File: src/sv/epq_pkg.sv
package epq_pkg;

    // angle and quaternion fixed point
    localparam int ANGLE_FB = 8;
    localparam int QUAT_FB = 14;

    // full turn of the heading and period of the half angle, in angle units
    localparam int FULL_TURN = 360 << ANGLE_FB;
    localparam int HALF_PERIOD = 720 << ANGLE_FB;
    localparam int W_BITS = ANGLE_FB + 10;

    // heading wrap by restoring compare-subtract
    localparam int U_W = 26;
    localparam longint HEAD_OFF = ((longint'(1) << 23) / FULL_TURN + 1) * FULL_TURN;
    localparam int HSTEPS = 26 - $clog2(FULL_TURN);
    localparam int HSPLIT = HSTEPS / 2;

    // half-angle period is PH_DIV * 2^(ANGLE_FB + 4)
    localparam int PH_DIV = 45;
    localparam int QW_BITS = ANGLE_FB + 4;
    localparam int PT_W = 28 - ANGLE_FB;
    localparam int PH_RND = 22;
    localparam int RW_BITS = $clog2(PH_DIV);
    localparam int RK = W_BITS + 6;
    localparam int RM_BITS = RK - 5;
    localparam longint RECIP_45 = (longint'(1) << RK) / PH_DIV + 1;

    localparam longint Q30_ONE = longint'(1) << 30;
    localparam longint HALF_PI_Q30 = 64'd1686629713;

    // taylor term divisors k*(k+1)
    localparam int SIN_STEPS = 5;
    localparam int COS_STEPS = 6;
    localparam int SIN_DIV [SIN_STEPS] = '{110, 72, 42, 20, 6};
    localparam int COS_DIV [COS_STEPS] = '{132, 90, 56, 30, 12, 2};

    // stage counts
    localparam int FRONT_LAT = 2;
    localparam int PHASE_LAT = 5;
    localparam int SC_LAT = 13;
    localparam int QUAT_LAT = 5;
    localparam int TOTAL_LAT = FRONT_LAT + PHASE_LAT + SC_LAT + QUAT_LAT;

    typedef logic signed [31:0] q30_t;

    typedef struct packed {
        logic [1:0] quad;
        logic       swap;
    } oct_t;

    typedef logic [PT_W-1:0] ph_tab_t [PH_DIV];

    function automatic ph_tab_t gen_ph_tab();
        ph_tab_t t;
        for (int i = 0; i < PH_DIV; i++)
        begin
            t[i] = PT_W'(((longint'(i) << PT_W) + PH_RND) / PH_DIV);
        end
        return t;
    endfunction

    // low phase bits for each remainder of w / 45
    localparam ph_tab_t PH_TAB = gen_ph_tab();

endpackage

File: src/sv/epq_phase.sv
module epq_phase (
    input  logic                       clk,
    input  logic                       en,
    input  logic [epq_pkg::W_BITS-1:0] w_in,
    output logic [29:0]                x,
    output logic [29:0]                x2,
    output epq_pkg::oct_t              oct
);
    import epq_pkg::*;

    logic [W_BITS+RM_BITS-1:0] prod1_reg;
    logic [W_BITS-1:0]         w1_reg;
    logic [QW_BITS-1:0]        qw_next;
    logic [QW_BITS-1:0]        qw2_reg;
    logic [RW_BITS-1:0]        rw_next;
    logic [RW_BITS-1:0]        rw2_reg;
    logic [31:0]               p_next;
    logic [29:0]               r_next;
    logic [29:0]               rr_next;
    logic [29:0]               rr3_reg;
    oct_t                      oct_next;
    oct_t                      oct3_reg;
    oct_t                      oct4_reg;
    oct_t                      oct5_reg;
    logic [60:0]               xm4_reg;
    logic [29:0]               x_next;
    logic [29:0]               x5_reg;
    logic [59:0]               sq5_reg;

    always_comb
    begin
        // w = 45*qw + rw, phase = qw * 2^PT_W + table(rw)
        qw_next = prod1_reg[RK +: QW_BITS];
        rw_next = RW_BITS'(w1_reg - W_BITS'(W_BITS'(qw_next) * W_BITS'(PH_DIV)));

        p_next = {qw2_reg, PH_TAB[rw2_reg]};
        oct_next.quad = p_next[31:30];
        r_next = p_next[29:0];
        // fold the upper octant onto the lower one
        if (r_next > 30'(Q30_ONE >> 1))
        begin
            rr_next = 30'(31'(Q30_ONE) - 31'(r_next));
            oct_next.swap = 1'b1;
        end
        else
        begin
            rr_next = r_next;
            oct_next.swap = 1'b0;
        end

        x_next = xm4_reg[59:30];
    end

    always_ff @(posedge clk)
    begin
        if (en)
        begin
            prod1_reg <= (W_BITS + RM_BITS)'(w_in) * (W_BITS + RM_BITS)'(RECIP_45);
            w1_reg    <= w_in;
            qw2_reg   <= qw_next;
            rw2_reg   <= rw_next;
            rr3_reg   <= rr_next;
            oct3_reg  <= oct_next;
            xm4_reg   <= 61'(rr3_reg) * 61'(HALF_PI_Q30);
            oct4_reg  <= oct3_reg;
            x5_reg    <= x_next;
            sq5_reg   <= 60'(x_next) * 60'(x_next);
            oct5_reg  <= oct4_reg;
        end
    end

    assign x   = x5_reg;
    assign x2  = sq5_reg[59:30];
    assign oct = oct5_reg;

endmodule

File: config.mk
export PLATFORM = sky130hd
export DESIGN_NAME = epq_phase
export DESIGN_NICKNAME = d
export VERILOG_FILES = /design/src/sv/epq_pkg.sv /design/src/sv/epq_phase.sv
export SDC_FILE = /design/constraint.sdc
export NUM_CORES = 2
export LEC_CHECK = 0
export ABC_AREA = 1
export BUFFER_PORTS_ARGS = -buffer_cell sky130_fd_sc_hd__clkbuf_2
export CAP_MARGIN = 20
export CORE_MARGIN = 2
export CORE_UTILIZATION = 50
export DETAILED_ROUTE_END_ITERATION = 12
export PLACE_DENSITY = 0.68
export REMOVE_ABC_BUFFERS = 1
export SLEW_MARGIN = 30
export SYNTH_ARGS = -nofsm -noshare
export SYNTH_HDL_FRONTEND = slang
export SYNTH_SLANG_ARGS = --single-unit
File: constraint.sdc
create_clock -name clk -period 14.2 [get_ports clk]
set_clock_uncertainty 0.2 [all_clocks]
set_input_delay 2.84 -clock clk [delete_from_list [all_inputs] [get_ports clk]]
set_output_delay 2.84 -clock clk [all_outputs]
set_load 0.05 [all_outputs]
==> flow_summary.ini <==
[setup_path]
cpPeakStageDelay_ps = 570
rr_startpoint = xm4_reg[51]$_DFFE_PP_
critical_path.endpoint = sq5_reg[59]$_DFFE_PP_
end_kind = register
critPathLaunchType = register
criticalPathCategory = register to register
regToRegSetupSlack_ps = 6510
ff2ff_path_depth = 24
cpMostUsedCell = fa_1
r2r-end = sq5_reg[59]$_DFFE_PP_
cp.arrival_ps = 7730
worstPathCellList = buf_4 > nand2_1 > fa_1 > inv_1 > fa_1 > fa_1 > inv_1 > fa_1 > inv_1 > fa_1 > fa_1 > fa_1 > inv_1 > fa_1 > inv_1 > ha_1 > nand2_1 > inv_1 > a21oi_1 > a21boi_0 > nand3_1 > nand3_1 > nand3_1 > xor2_1
crit_path_top_delay_cell = fa_1
critPathLaunch = xm4_reg[51]$_DFFE_PP_
critPathRequiredTime_ps = 14240
crit_fanout = 30

[cells_and_area]
nets = 8169
n_fill_cell = 10000
multiInputGateArea_um2 = 41600
synthToLayoutAreaGrowth_pct = 4.82
seq_area_um2 = 4950
layout_commonest_cell = inv_1
drive_above_1_share = 0.0276
antenna_cells = 0
layout_common_cells = inv_1, fa_1, nand2_1, ha_1, nor2_1

[floorplanning]
dieHeight_um = 334
core_um2 = 109000
rows = 121
ioPinCount = 83
initial_core_util = 0.502
dieArea_um2 = 112000
die_w_um = 334

[status]
status = completed

[job]
maxCapViolations = 0

[timing]
rsz0062_at_grt = false
relSlewSlack = 0.412
fmax_ghz = 0.130
setup_tns_ps = 0
finalCriticalPeriod_ps = 7690
finalHoldViolCount = 0
slew_viol_final = 0
final.period_utilization = 0.541
setup_violations = 0
tightest_slew_ps = 882

[synthesis]
synth_top_area_frac = 0.413
syn_area_per_cell_um2 = 8.74
synthTopCellsByArea = fa_1, ha_1, inv_1
syn_inst = 6237
seq_area_frac_synth = 0.0909
synth-edff-count = 165
ys_async_sr_fraction = 0
ys_ff_latch = 165
syn_area_um2 = 54500
synth_top_area_cell = fa_1
yosysWarnings = 0
synth.distinct_cells = 44
ys.flop_type = edfxtp_1

[clock_network]
clock-sinks = 165
cts_tree = done
cts-root-buf = clkbuf_16
cts_resized = 0
htreeDepth = 4
cts_hold_buf = 0
clock_latency_ps = 520
numCtsBuffers = 17
cts.clk_slew.worst_paths_ps = 90
max-clock-path-buffers = 2
postCtsSetupBuffers = 0

[routing]
via_count = 39600
ant_nets = 0
drc = 0
drt_first_pass_iters = 6
wirelength_um = 138000
drt_iter0_drc = 2605
vias_per_cell = 5.14
wire_per_inst_um = 17.9

[grt]
grt_pass1_wl_um = 228000
grtUsageTotal = 0.262
grt_pass1_vias = 42900
grt_start_max_net_pins = 63
antenna_found_initial = 0
grt-ovfl-total = 0

[place]
io_buffers = 82
place_hpwl_um = 117000
gp_congestion = 0.977

[worst_hold_path]
hold_depth = 0
hp-class = register to register
-- worst min-delay path by stage --
stage / startpoint / endpoint / slack, ps
floorplan: qw2_reg[10]$_DFFE_PP_ / oct3_reg[1]$_DFFE_PP_ / 200
global placement: oct3_reg[2]$_DFFE_PP_ / oct4_reg[2]$_DFFE_PP_ / 200
detailed placement: oct3_reg[2]$_DFFE_PP_ / oct4_reg[2]$_DFFE_PP_ / 200
CTS: oct4_reg[2]$_DFFE_PP_ / oct[2]$_DFFE_PP_ / 230
global route: oct4_reg[0]$_DFFE_PP_ / oct[0]$_DFFE_PP_ / 230
finish: oct3_reg[2]$_DFFE_PP_ / oct4_reg[2]$_DFFE_PP_ / 220
-- kinds of logic after synthesis --
group / count (synthesis) / synth area share
adders and majority gates: 1883 / 0.587
and+or+nand+nor: 1550 / 0.113
buffers and inverters: 2099 / 0.146
xor gates and xnor gates: 111 / 0.0178
DFF: 165 / 0.0909
AOI/OAI and AO/OA: 429 / 0.0455
-- layer usage --
| metal | global-route usage | routed length (um) | up-vias |
|---|---|---|---|
| met5 | 0 | 0 | - |
| met4 | 0.0768 | 3820 | 0 |
| met3 | 0.0318 | 8730 | 222 |
| met2 | 0.438 | 65700 | 1226 |
| met1 | 0.358 | 59700 | 19700 |
| li1 | - | - | 18400 |
-- cell type report --
class                      count  area share
clock buffer                  17     0.00745
clock inverter                15     0.00370
inverter                    1994       0.131
multi-input combinational   3973       0.728
sequential                   165      0.0867
tap                         1414      0.0310
timing repair buffer         115      0.0117
-- critical path: cells and delay by family (launching register included) --
family          cells  cell delay, ps
fa+ha+maj           9            4350
buf+inv             7             800
simple gates        5             780
compound gates      2             720
flops               1             360
xor+xnor            1             170
-- through the flow --
stage           util  setup WS [ps]  hold slack, ps  instances  cell area (um^2)
6_report       0.526           6510             223       7693             57100
5_1_grt        0.526           6200             231       7693             57100
4_1_cts        0.526           6600             225       7693             57100
3_5_place_dp   0.520           6380             205       7661             56500
3_3_place_gp   0.520           6430             201       7661             56500
2_1_floorplan      -           6920             200       6132             54100
-- cells in the mapped netlist (2+ instances only) --
cell,n
nor2_1,306
a31oi_1,31
nand2_1,1035
xor2_1,79
o2111ai_1,4
o21ai_0,107
nor3_1,30
nand3_2,3
a221oi_1,2
o21bai_1,31
nand4_1,23
inv_2,4
and3_1,3
o21ai_2,2
clkbuf_1,73
buf_2,4
nor4_1,8
o211ai_1,13
edfxtp_1,165
or2_2,4
buf_4,4
ha_1,759
xnor2_1,32
inv_1,1989
a21oi_1,176
o221ai_1,4
a21boi_0,7
nand3_1,126
nand2_2,5
buf_6,4
fa_1,1124
a21o_1,28
o21ai_1,5
nor2_2,3
buf_1,20
o21a_1,16
Power is not shown: default switching activity piles up to over one toggle a cycle in this logic, so the estimate is an artifact.
