## config.mk

```make
export PLATFORM = sky130hd
export DESIGN_NAME = epq_front
export DESIGN_NICKNAME = d
export VERILOG_FILES = /design/src/sv/epq_pkg.sv /design/src/sv/epq_front.sv
export SDC_FILE = /design/constraint.sdc
export NUM_CORES = 1
export LEC_CHECK = 0
export BUFFER_PORTS_ARGS = -buffer_cell sky130_fd_sc_hd__buf_2
export CAP_MARGIN = 25
export CORE_ASPECT_RATIO = 0.7
export CORE_MARGIN = 2
export CORE_UTILIZATION = 52
export CTS_CLUSTER_SIZE = 40
export DETAILED_ROUTE_END_ITERATION = 7
export GPL_TIMING_DRIVEN = 0
export PLACE_DENSITY_LB_ADDON = 0.3
export SLEW_MARGIN = 20
export SYNTH_ARGS = -nofsm -noshare
export SYNTH_HDL_FRONTEND = slang
export SYNTH_SLANG_ARGS = --single-unit
```

## constraint.sdc

```tcl
create_clock -name clk -period 5.4 [get_ports clk]
set_clock_uncertainty 0.2 [all_clocks]
set_input_delay 1.08 -clock clk [delete_from_list [all_inputs] [get_ports clk]]
set_output_delay 1.08 -clock clk [all_outputs]
set_load 0.005 [all_outputs]
```

## src/sv/epq_pkg.sv

```systemverilog
package epq_pkg;

    // angle and quaternion fixed point
    localparam int ANGLE_FB = 8;
    localparam int QUAT_FB = 14;

    // full turn of the heading and period of the half angle, in angle units
    localparam int FULL_TURN = 360 << ANGLE_FB;
    localparam int HALF_PERIOD = 720 << ANGLE_FB;
    localparam int W_BITS = ANGLE_FB + 10;

    // heading wrap by restoring compare-subtract
    localparam int U_W = 26;
    localparam longint HEAD_OFF = ((longint'(1) << 23) / FULL_TURN + 1) * FULL_TURN;
    localparam int HSTEPS = 26 - $clog2(FULL_TURN);
    localparam int HSPLIT = HSTEPS / 2;

    // half-angle period is PH_DIV * 2^(ANGLE_FB + 4)
    localparam int PH_DIV = 45;
    localparam int QW_BITS = ANGLE_FB + 4;
    localparam int PT_W = 28 - ANGLE_FB;
    localparam int PH_RND = 22;
    localparam int RW_BITS = $clog2(PH_DIV);
    localparam int RK = W_BITS + 6;
    localparam int RM_BITS = RK - 5;
    localparam longint RECIP_45 = (longint'(1) << RK) / PH_DIV + 1;

    localparam longint Q30_ONE = longint'(1) << 30;
    localparam longint HALF_PI_Q30 = 64'd1686629713;

    // taylor term divisors k*(k+1)
    localparam int SIN_STEPS = 5;
    localparam int COS_STEPS = 6;
    localparam int SIN_DIV [SIN_STEPS] = '{110, 72, 42, 20, 6};
    localparam int COS_DIV [COS_STEPS] = '{132, 90, 56, 30, 12, 2};

    // stage counts
    localparam int FRONT_LAT = 2;
    localparam int PHASE_LAT = 5;
    localparam int SC_LAT = 13;
    localparam int QUAT_LAT = 5;
    localparam int TOTAL_LAT = FRONT_LAT + PHASE_LAT + SC_LAT + QUAT_LAT;

    typedef logic signed [31:0] q30_t;

    typedef struct packed {
        logic [1:0] quad;
        logic       swap;
    } oct_t;

    typedef logic [PT_W-1:0] ph_tab_t [PH_DIV];

    function automatic ph_tab_t gen_ph_tab();
        ph_tab_t t;
        for (int i = 0; i < PH_DIV; i++)
        begin
            t[i] = PT_W'(((longint'(i) << PT_W) + PH_RND) / PH_DIV);
        end
        return t;
    endfunction

    // low phase bits for each remainder of w / 45
    localparam ph_tab_t PH_TAB = gen_ph_tab();

endpackage

```

## src/sv/epq_front.sv

```systemverilog
module epq_front (
    input  logic                       clk,
    input  logic                       en,
    input  logic signed [23:0]         heading,
    input  logic signed [16:0]         pitch,
    input  logic signed [16:0]         roll,
    output logic [epq_pkg::W_BITS-1:0] w_head,
    output logic [epq_pkg::W_BITS-1:0] w_pitch,
    output logic [epq_pkg::W_BITS-1:0] w_roll
);
    import epq_pkg::*;

    logic [U_W-1:0]          u1_next;
    logic [U_W-1:0]          u1_reg;
    logic [U_W-1:0]          u2_next;
    logic signed [W_BITS:0]  pn;
    logic signed [W_BITS:0]  rn;
    logic [W_BITS-1:0]       wp1_next;
    logic [W_BITS-1:0]       wr1_next;
    logic [W_BITS-1:0]       wp1_reg;
    logic [W_BITS-1:0]       wr1_reg;
    logic [W_BITS-1:0]       wh_reg;
    logic [W_BITS-1:0]       wp_reg;
    logic [W_BITS-1:0]       wr_reg;

    always_comb
    begin
        // offset makes heading positive, then subtract multiples of a turn
        u1_next = U_W'(heading) + U_W'(HEAD_OFF);
        for (int j = HSTEPS - 1; j >= HSPLIT; j--)
        begin
            if (u1_next >= U_W'(longint'(FULL_TURN) << j))
                u1_next = u1_next - U_W'(longint'(FULL_TURN) << j);
        end

        u2_next = u1_reg;
        for (int j = HSPLIT - 1; j >= 0; j--)
        begin
            if (u2_next >= U_W'(longint'(FULL_TURN) << j))
                u2_next = u2_next - U_W'(longint'(FULL_TURN) << j);
        end

        // pitch is left-handed
        pn = -((W_BITS + 1)'(pitch));
        rn = (W_BITS + 1)'(roll);
        wp1_next = (pn < 0) ? W_BITS'(pn + (W_BITS + 1)'(HALF_PERIOD)) : W_BITS'(pn);
        wr1_next = (rn < 0) ? W_BITS'(rn + (W_BITS + 1)'(HALF_PERIOD)) : W_BITS'(rn);
    end

    always_ff @(posedge clk)
    begin
        if (en)
        begin
            u1_reg  <= u1_next;
            wp1_reg <= wp1_next;
            wr1_reg <= wr1_next;
            wh_reg  <= W_BITS'(u2_next);
            wp_reg  <= wp1_reg;
            wr_reg  <= wr1_reg;
        end
    end

    assign w_head  = wh_reg;
    assign w_pitch = wp_reg;
    assign w_roll  = wr_reg;

endmodule

```

==> run_results.csv, run 1 <==
group,metric,value,unit
grt,overflow,0,
clocking,cts-htree-levels,4,
critical_path,cp.required,5.36,ns
clocking,clk_pin_slew,0.06,ns
timing,finalSetupTns,-0.744,ns
route,routed_wirelength,19.9,mm
timing,setup_viol_count_final,8,
route,antenna_left,0,
clocking,cts_inserted_buffers,17,
timing,period_share,103,%
clocking,cts_hold_buf,0,
placed_design,dp_worst_setup_slack,-1.01,ns
route,vias,6408,
layout,largest_register_ffs,26,
placed_design,dp_hpwl,12.8,mm
floorplanning,die_w,144,microns
timing,hold_ws,0.214,ns
critical_path,cp_cell_sequence,"buf_12 > inv_12 > ha_4 > buf_4 > nor2b_1 > o211ai_1 > a2111oi_1 > nand4_1 > nor3_2 > o211ai_1 > a311o_2 > a211oi_4 > o22ai_2 > a211oi_4 > buf_4 > nor3_4 > nor4b_4 > o31ai_4 > buf_4 > o21ba_4 > nor3_4",
route,drc_errors,0,
route,first_pass_iters,5,
placed_design,dp_cells,944,
synthesis,synthTopCellsByArea,"edfxtp_1, xnor2_1, nor2_1, nand2_1, a21oi_1",
layout,fin_cells,1051,
synthesis,yosysTopAreaCellShare,49.0,%
timing,slew-limit-headroom,33.8,%
grt,grt_pass1_vias,5960,
synthesis,synth_area,7110,sq um
clocking,cts_max_path_buffers,2,
power_and_ir_drop,cellLeakagePower,3.71,nW
timing,fmax,0.179,GHz
layout,drive_gt1_share,43.4,%
grt,antenna_found_initial,0,
layout,area_growth,39.4,%
timing,worst_pin_slew,0.985,ns
synthesis,ys.flop_type,"edfxtp_1",
floorplanning,die_area,14600,sq um
timing,hold_viol,0,
synthesis,synth_cell_types,95,
synthesis,synthTopCellsByCount,"edfxtp_1, nor2_1, nand2_1",
critical_path,start_kind,"input pin",
critical_path,critPathKind,"input pin to register",
layout,num_antenna_cells,0,
route,vias_per_cell,6.10,
synthesis,postSynthAreaPerCell,11.0,sq um
floorplanning,start_util,53.6,%
run,drv_cap,0,
layout,fin_nets,924,
timing,drv_slew,0,
clocking,cts.sinks,116,
clocking,cts_tree,"yes",
synthesis,synth_top_area_cell,"edfxtp_1",
synthesis,yosysMostFrequentCell,"edfxtp_1",
power_and_ir_drop,vdd_drop_max,0.234,mV
run_status,violations,"setup timing",
critical_path,critical_path.max_stage_delay,0.56,ns
critical_path,critPathMostFrequentCell,"buf_4",
critical_path,slowest_stage,"a2111oi_1",
synthesis,synth_edf_count,116,
synthesis,synth-seq-cells,116,
placed_design,gp_congestion,0.962,
synthesis,ys_async_sr_fraction,0,%
timing,rsz0062_at_grt,"yes",
timing,period_needed,5.59,ns
floorplanning,rows,35,
route,drt_iter0_drc,510,
floorplanning,pin_count,114,
grt,grt_pass1_wl,29.4,mm
timing,layout_setup_ws,-0.188,ns
power_and_ir_drop,powerDensity,429,nW/um^2
grt,grt_max_degree,79,
min_path,holdCritPathClass,"register to register",
floorplanning,fp.dieH,102,microns
clocking,cts-root-buf,"clkbuf_16",
placed_design,portBuffers,111,
synthesis,ys_seq_area_share,49.0,%
critical_path,arrival,5.54,ns
power_and_ir_drop,finalPower,4.25,mW
critical_path,path_max_fanout,5,
route,wire_per_inst,19.0,microns
run_status,status,"finished, violations left",
synthesis,yosys_warnings,0,
clocking,clock_latency,0.41,ns
critical_path,end_kind,"register",
synthesis,syn_inst,646,
grt,grt_use_total,25.6,%
floorplanning,fp.coreArea,13300,sq um
-- report_power, final --
part | total, mW | internal, mW | switching, mW
sequential | 1.19 | 1.13 | 0.0553
clock | 1.12 | 0.691 | 0.429
combinational | 1.94 | 0.857 | 1.09
total | 4.25 | 2.68 | 1.57
-- stage by stage --
stage          cell area, sq um  util, %
3_3_place_gp               8130     61.2
2_1_floorplan              7340        -
6_report                   9910     74.7
3_5_place_dp               8160     61.5
5_1_grt                    9910     74.7
4_1_cts                    9310     70.1
-- path summary, 6_finish.rpt --
kind / start / to / slack, ns / depth (start not counted)
worst max-delay path: heading[14] / u1_reg[18] / -0.19 / 21
worst min-delay path: wr1_reg[17] / w_roll[17] / 0.21 / 0
worst max register to register: u1_reg[15] / w_head[13] / -0.03 / 25
worst min register to register: wr1_reg[17] / w_roll[17] / 0.21 / 0
-- logic make-up (layout without fill, tap and decap cells) --
kind of cell    count (synthesis)  in the layout  share of synthesized area, %
compound gates                164            164                          18.2
fa+ha+maj                      12             12                          2.08
simple gates                  247            247                          19.1
xor+xnor                       53             53                          6.74
other cells                     1              2                        0.0528
buf+inv                        35            254                          2.13
flops                         116            116                          49.0
mux                            18             18                          2.64
-- critical path, delay by kind of cell --
kind,cells,cell delay [ns]
AOI/OAI and AO/OA,9,2.53
and+or+nand+nor,6,1.11
buffers and inverters,5,0.65
adders and majority gates,1,0.15
-- layer usage --
layer	track usage, %	wire (microns)	share of wire [%]
met1	33.3	7970	40
met2	43.0	9720	49
met3	5.72	1610	8.1
met4	8.52	646	3.2
met5	0	0	0
-- placed cells by master, fill, tap and decap left out, types with 8 or more instances in the layout --
master,instances
nor3_1,13
nor2_1,53
a31oi_1,8
edfxtp_1,116
nand2_1,51
nor4_1,13
buf_2,108
xor2_1,14
inv_1,16
a21oi_1,22
nand3_1,14
clkbuf_16,17
mux2i_1,9
buf_6,10
o211ai_1,9
buf_4,74
o21ai_0,12
xnor2_1,28
-- cell type report --
cell class	instances	area, sq um
Multi-Input combinational cell	496	4190
Buffer	11	85.1
Inverter	22	103
Clock inverter	15	168
Sequential cell	116	3480
Timing Repair Buffer	189	1220
Clock buffer	17	425
Tap cell	185	231
Fill cell	848	3360
-- timing repair --
action                     4_1_cts  5_1_grt
setup endpoints to repair       14       14
setup buffers                   47       30
gates resized for setup         46       77
pin swaps                       43       49
(Power assumes the default switching activity.)
==> run 2: changes to the inputs <==
--- a/config.mk
+++ b/config.mk
@@ -9,7 +9,7 @@
 export CAP_MARGIN = 25
 export CORE_ASPECT_RATIO = 0.7
 export CORE_MARGIN = 2
-export CORE_UTILIZATION = 52
+export CORE_UTILIZATION = 50
 export CTS_CLUSTER_SIZE = 40
 export DETAILED_ROUTE_END_ITERATION = 7
 export GPL_TIMING_DRIVEN = 0
==> run 2 against run 1 <==
Effect of this change:
- the run still ends with setup timing left
- sequential power hardly changed
- die area is 3.9% higher
- flip-flop and latch count stayed put
- maximum frequency is 1.0% lower
- hold slack better by 0.0021 ns
- final area is 1.8% higher
- clock power is 4% higher
- critical path depth is 1 lower
- sequential share of layout area is 0.64 points lower
- combinational power is 5% higher
- first-iteration DRC count is 37% higher
- critical path type unchanged
==> run_results.csv, run 2 (synthesis gave the netlist of run 1 again) <==
group,metric,value,unit
critical_path,setup.worst_path.end,"u1_reg[17]",
placed_design,gp_congestion,0.923,
clocking,cts_max_path_buffers,2,
critical_path,cp.required,5.34,ns
timing,layout_setup_ws,-0.246,ns
critical_path,arrival,5.59,ns
grt,overflow,0,
floorplanning,fp.dieH,104,microns
power_and_ir_drop,vdd_drop_max,0.283,mV
power_and_ir_drop,powerDensity,435,nW/um^2
critical_path,path_buf_inv,3,
power_and_ir_drop,cellLeakagePower,3.78,nW
route,routed_wirelength,21.2,mm
floorplanning,pin_count,114,
clocking,cts_inserted_buffers,17,
timing,period_share,105,%
floorplanning,die_area,15200,sq um
critical_path,r2r_slack,-0.18,ns
timing,slew-limit-headroom,28.8,%
layout,fillerInstances,869,
power_and_ir_drop,finalPower,4.39,mW
critical_path,end_kind,"register",
layout,layout_commonest_cell,"edfxtp_1",
critical_path,r2r_start,"u1_reg[15]",
placed_design,dp_hpwl,12.8,mm
critical_path,path_delay_family,"compound AO/OA/AOI/OAI gates",
run,drv_cap,0,
min_path,holdCritPathClass,"register to register",
timing,worst_pin_slew,1.06,ns
clocking,cts_hold_buf,0,
critical_path,path_max_fanout,7,
clocking,clk_pin_slew,0.06,ns
grt,grt_use_total,25.4,%
run_status,violations,"setup timing",
layout,final_cell_mix,"edfxtp_1, buf_2, buf_4, nor2_1, nand2_1",
timing,hold_viol,0,
route,first_pass_iters,6,
route,drc_errors,0,
route,drt_iter0_drc,699,
critical_path,worst-path-stages,20,
grt,antenna_found_initial,2,
clocking,cts.sinks,116,
grt,grt_max_degree,68,
timing,setup_viol_count_final,13,
grt,grt_pass1_wl,31.0,mm
critical_path,critPathLaunch,"heading[15]",
clocking,cts-root-buf,"clkbuf_16",
critical_path,reg2reg_depth,24,
clocking,clock_latency,0.41,ns
timing,rsz0062_at_grt,"yes",
grt,grt_pass1_vias,5978,
critical_path,reg2reg_to,"w_head[17]",
timing,period_needed,5.65,ns
critical_path,critPathKind,"input pin to register",
layout,drive_gt1_share,43.8,%
timing,hold_ws,0.216,ns
layout,fin_nets,936,
floorplanning,die_w,146,microns
critical_path,slowest_stage,"mux2_2",
placed_design,portBuffers,111,
timing,fmax,0.177,GHz
route,vias_per_cell,6.08,
layout,final_util,72.5,%
critical_path,cp_cell_sequence,"buf_4 > o21a_2 > o21ai_1 > o211ai_1 > nand2_1 > inv_1 > ha_4 > nor3_4 > a31oi_4 > nor2b_1 > buf_2 > mux2_2 > a211oi_4 > xnor2_2 > a211oi_2 > or3_4 > nor4b_4 > o31ai_4 > mux2i_1 > xnor2_1",
layout,largest_register_ffs,26,
clocking,cts_tree,"yes",
critical_path,critical_path.max_stage_delay,0.41,ns
layout,area_growth,42.0,%
floorplanning,start_util,51.1,%
timing,drv_slew,0,
clocking,cts-htree-levels,4,
run_status,status,"finished, violations left",
route,antenna_left,0,
route,wire_per_inst,19.8,microns
route,vias,6501,
floorplanning,fp.coreArea,13900,sq um
critical_path,start_kind,"input pin",
floorplanning,rows,36,
## run 2: cell type report
type / instances / area, sq um / share of cell area (%)
repair buffers: 200 / 1320 / 13.0
clock buffers: 17 / 425 / 4.22
well taps: 190 / 238 / 2.36
inverters: 22 / 103 / 1.02
flip-flops and latches: 116 / 3480 / 34.5
multi-input cells: 496 / 4240 / 42.0
clock inverters: 15 / 196 / 1.95
plain buffers: 12 / 91.3 / 0.905
diodes: 1 / 2.50 / 0.0248
## run 2: what timing repair did
action / in CTS / in global routing
buffers inserted: 59 / 29
endpoints found under the setup margin: 14 / 14
resized for setup: 70 / 54
pin swaps: 45 / 39
## run 2: stage by stage
| stage | std cells | setup WS, ns | area, sq um | TNS [ns] |
|---|---|---|---|---|
| floorplan | 647 | -0.140 | 7340 | -0.362 |
| global placement | 948 | -0.847 | 8130 | -6.92 |
| detailed placement | 949 | -0.964 | 8170 | -8.43 |
| CTS | 1040 | -0.0280 | 9550 | -0.0559 |
| global route | 1068 | -0.414 | 10100 | -3.73 |
| finish | 1069 | -0.246 | 10100 | -1.82 |
## run 2: metal layers
metal | vias up | track usage [%] | share of wire [%]
met4 | 2 | 5.89 | 2.3
met2 | 372 | 39.8 | 47
met1 | 3102 | 35.4 | 41
li1 | 2964 | - | -
met3 | 61 | 7.22 | 9.5
met5 | - | 0 | 0.061
## run 2: worst min path at each step
stage | start | end | cells after the start
2_1_floorplan | wp1_reg[0] | w_pitch[0] | 0
3_3_place_gp | wr1_reg[0] | w_roll[0] | 0
3_5_place_dp | wr1_reg[0] | w_roll[0] | 0
4_1_cts | wp1_reg[16] | w_pitch[16] | 0
5_1_grt | wp1_reg[16] | w_pitch[16] | 0
6_report | wr1_reg[10] | w_roll[10] | 0
## run 2: power by group
part,internal (mW),switching [mW],total (mW)
Combinational,0.887,1.15,2.04
Sequential,1.13,0.0523,1.19
Clock,0.739,0.430,1.17
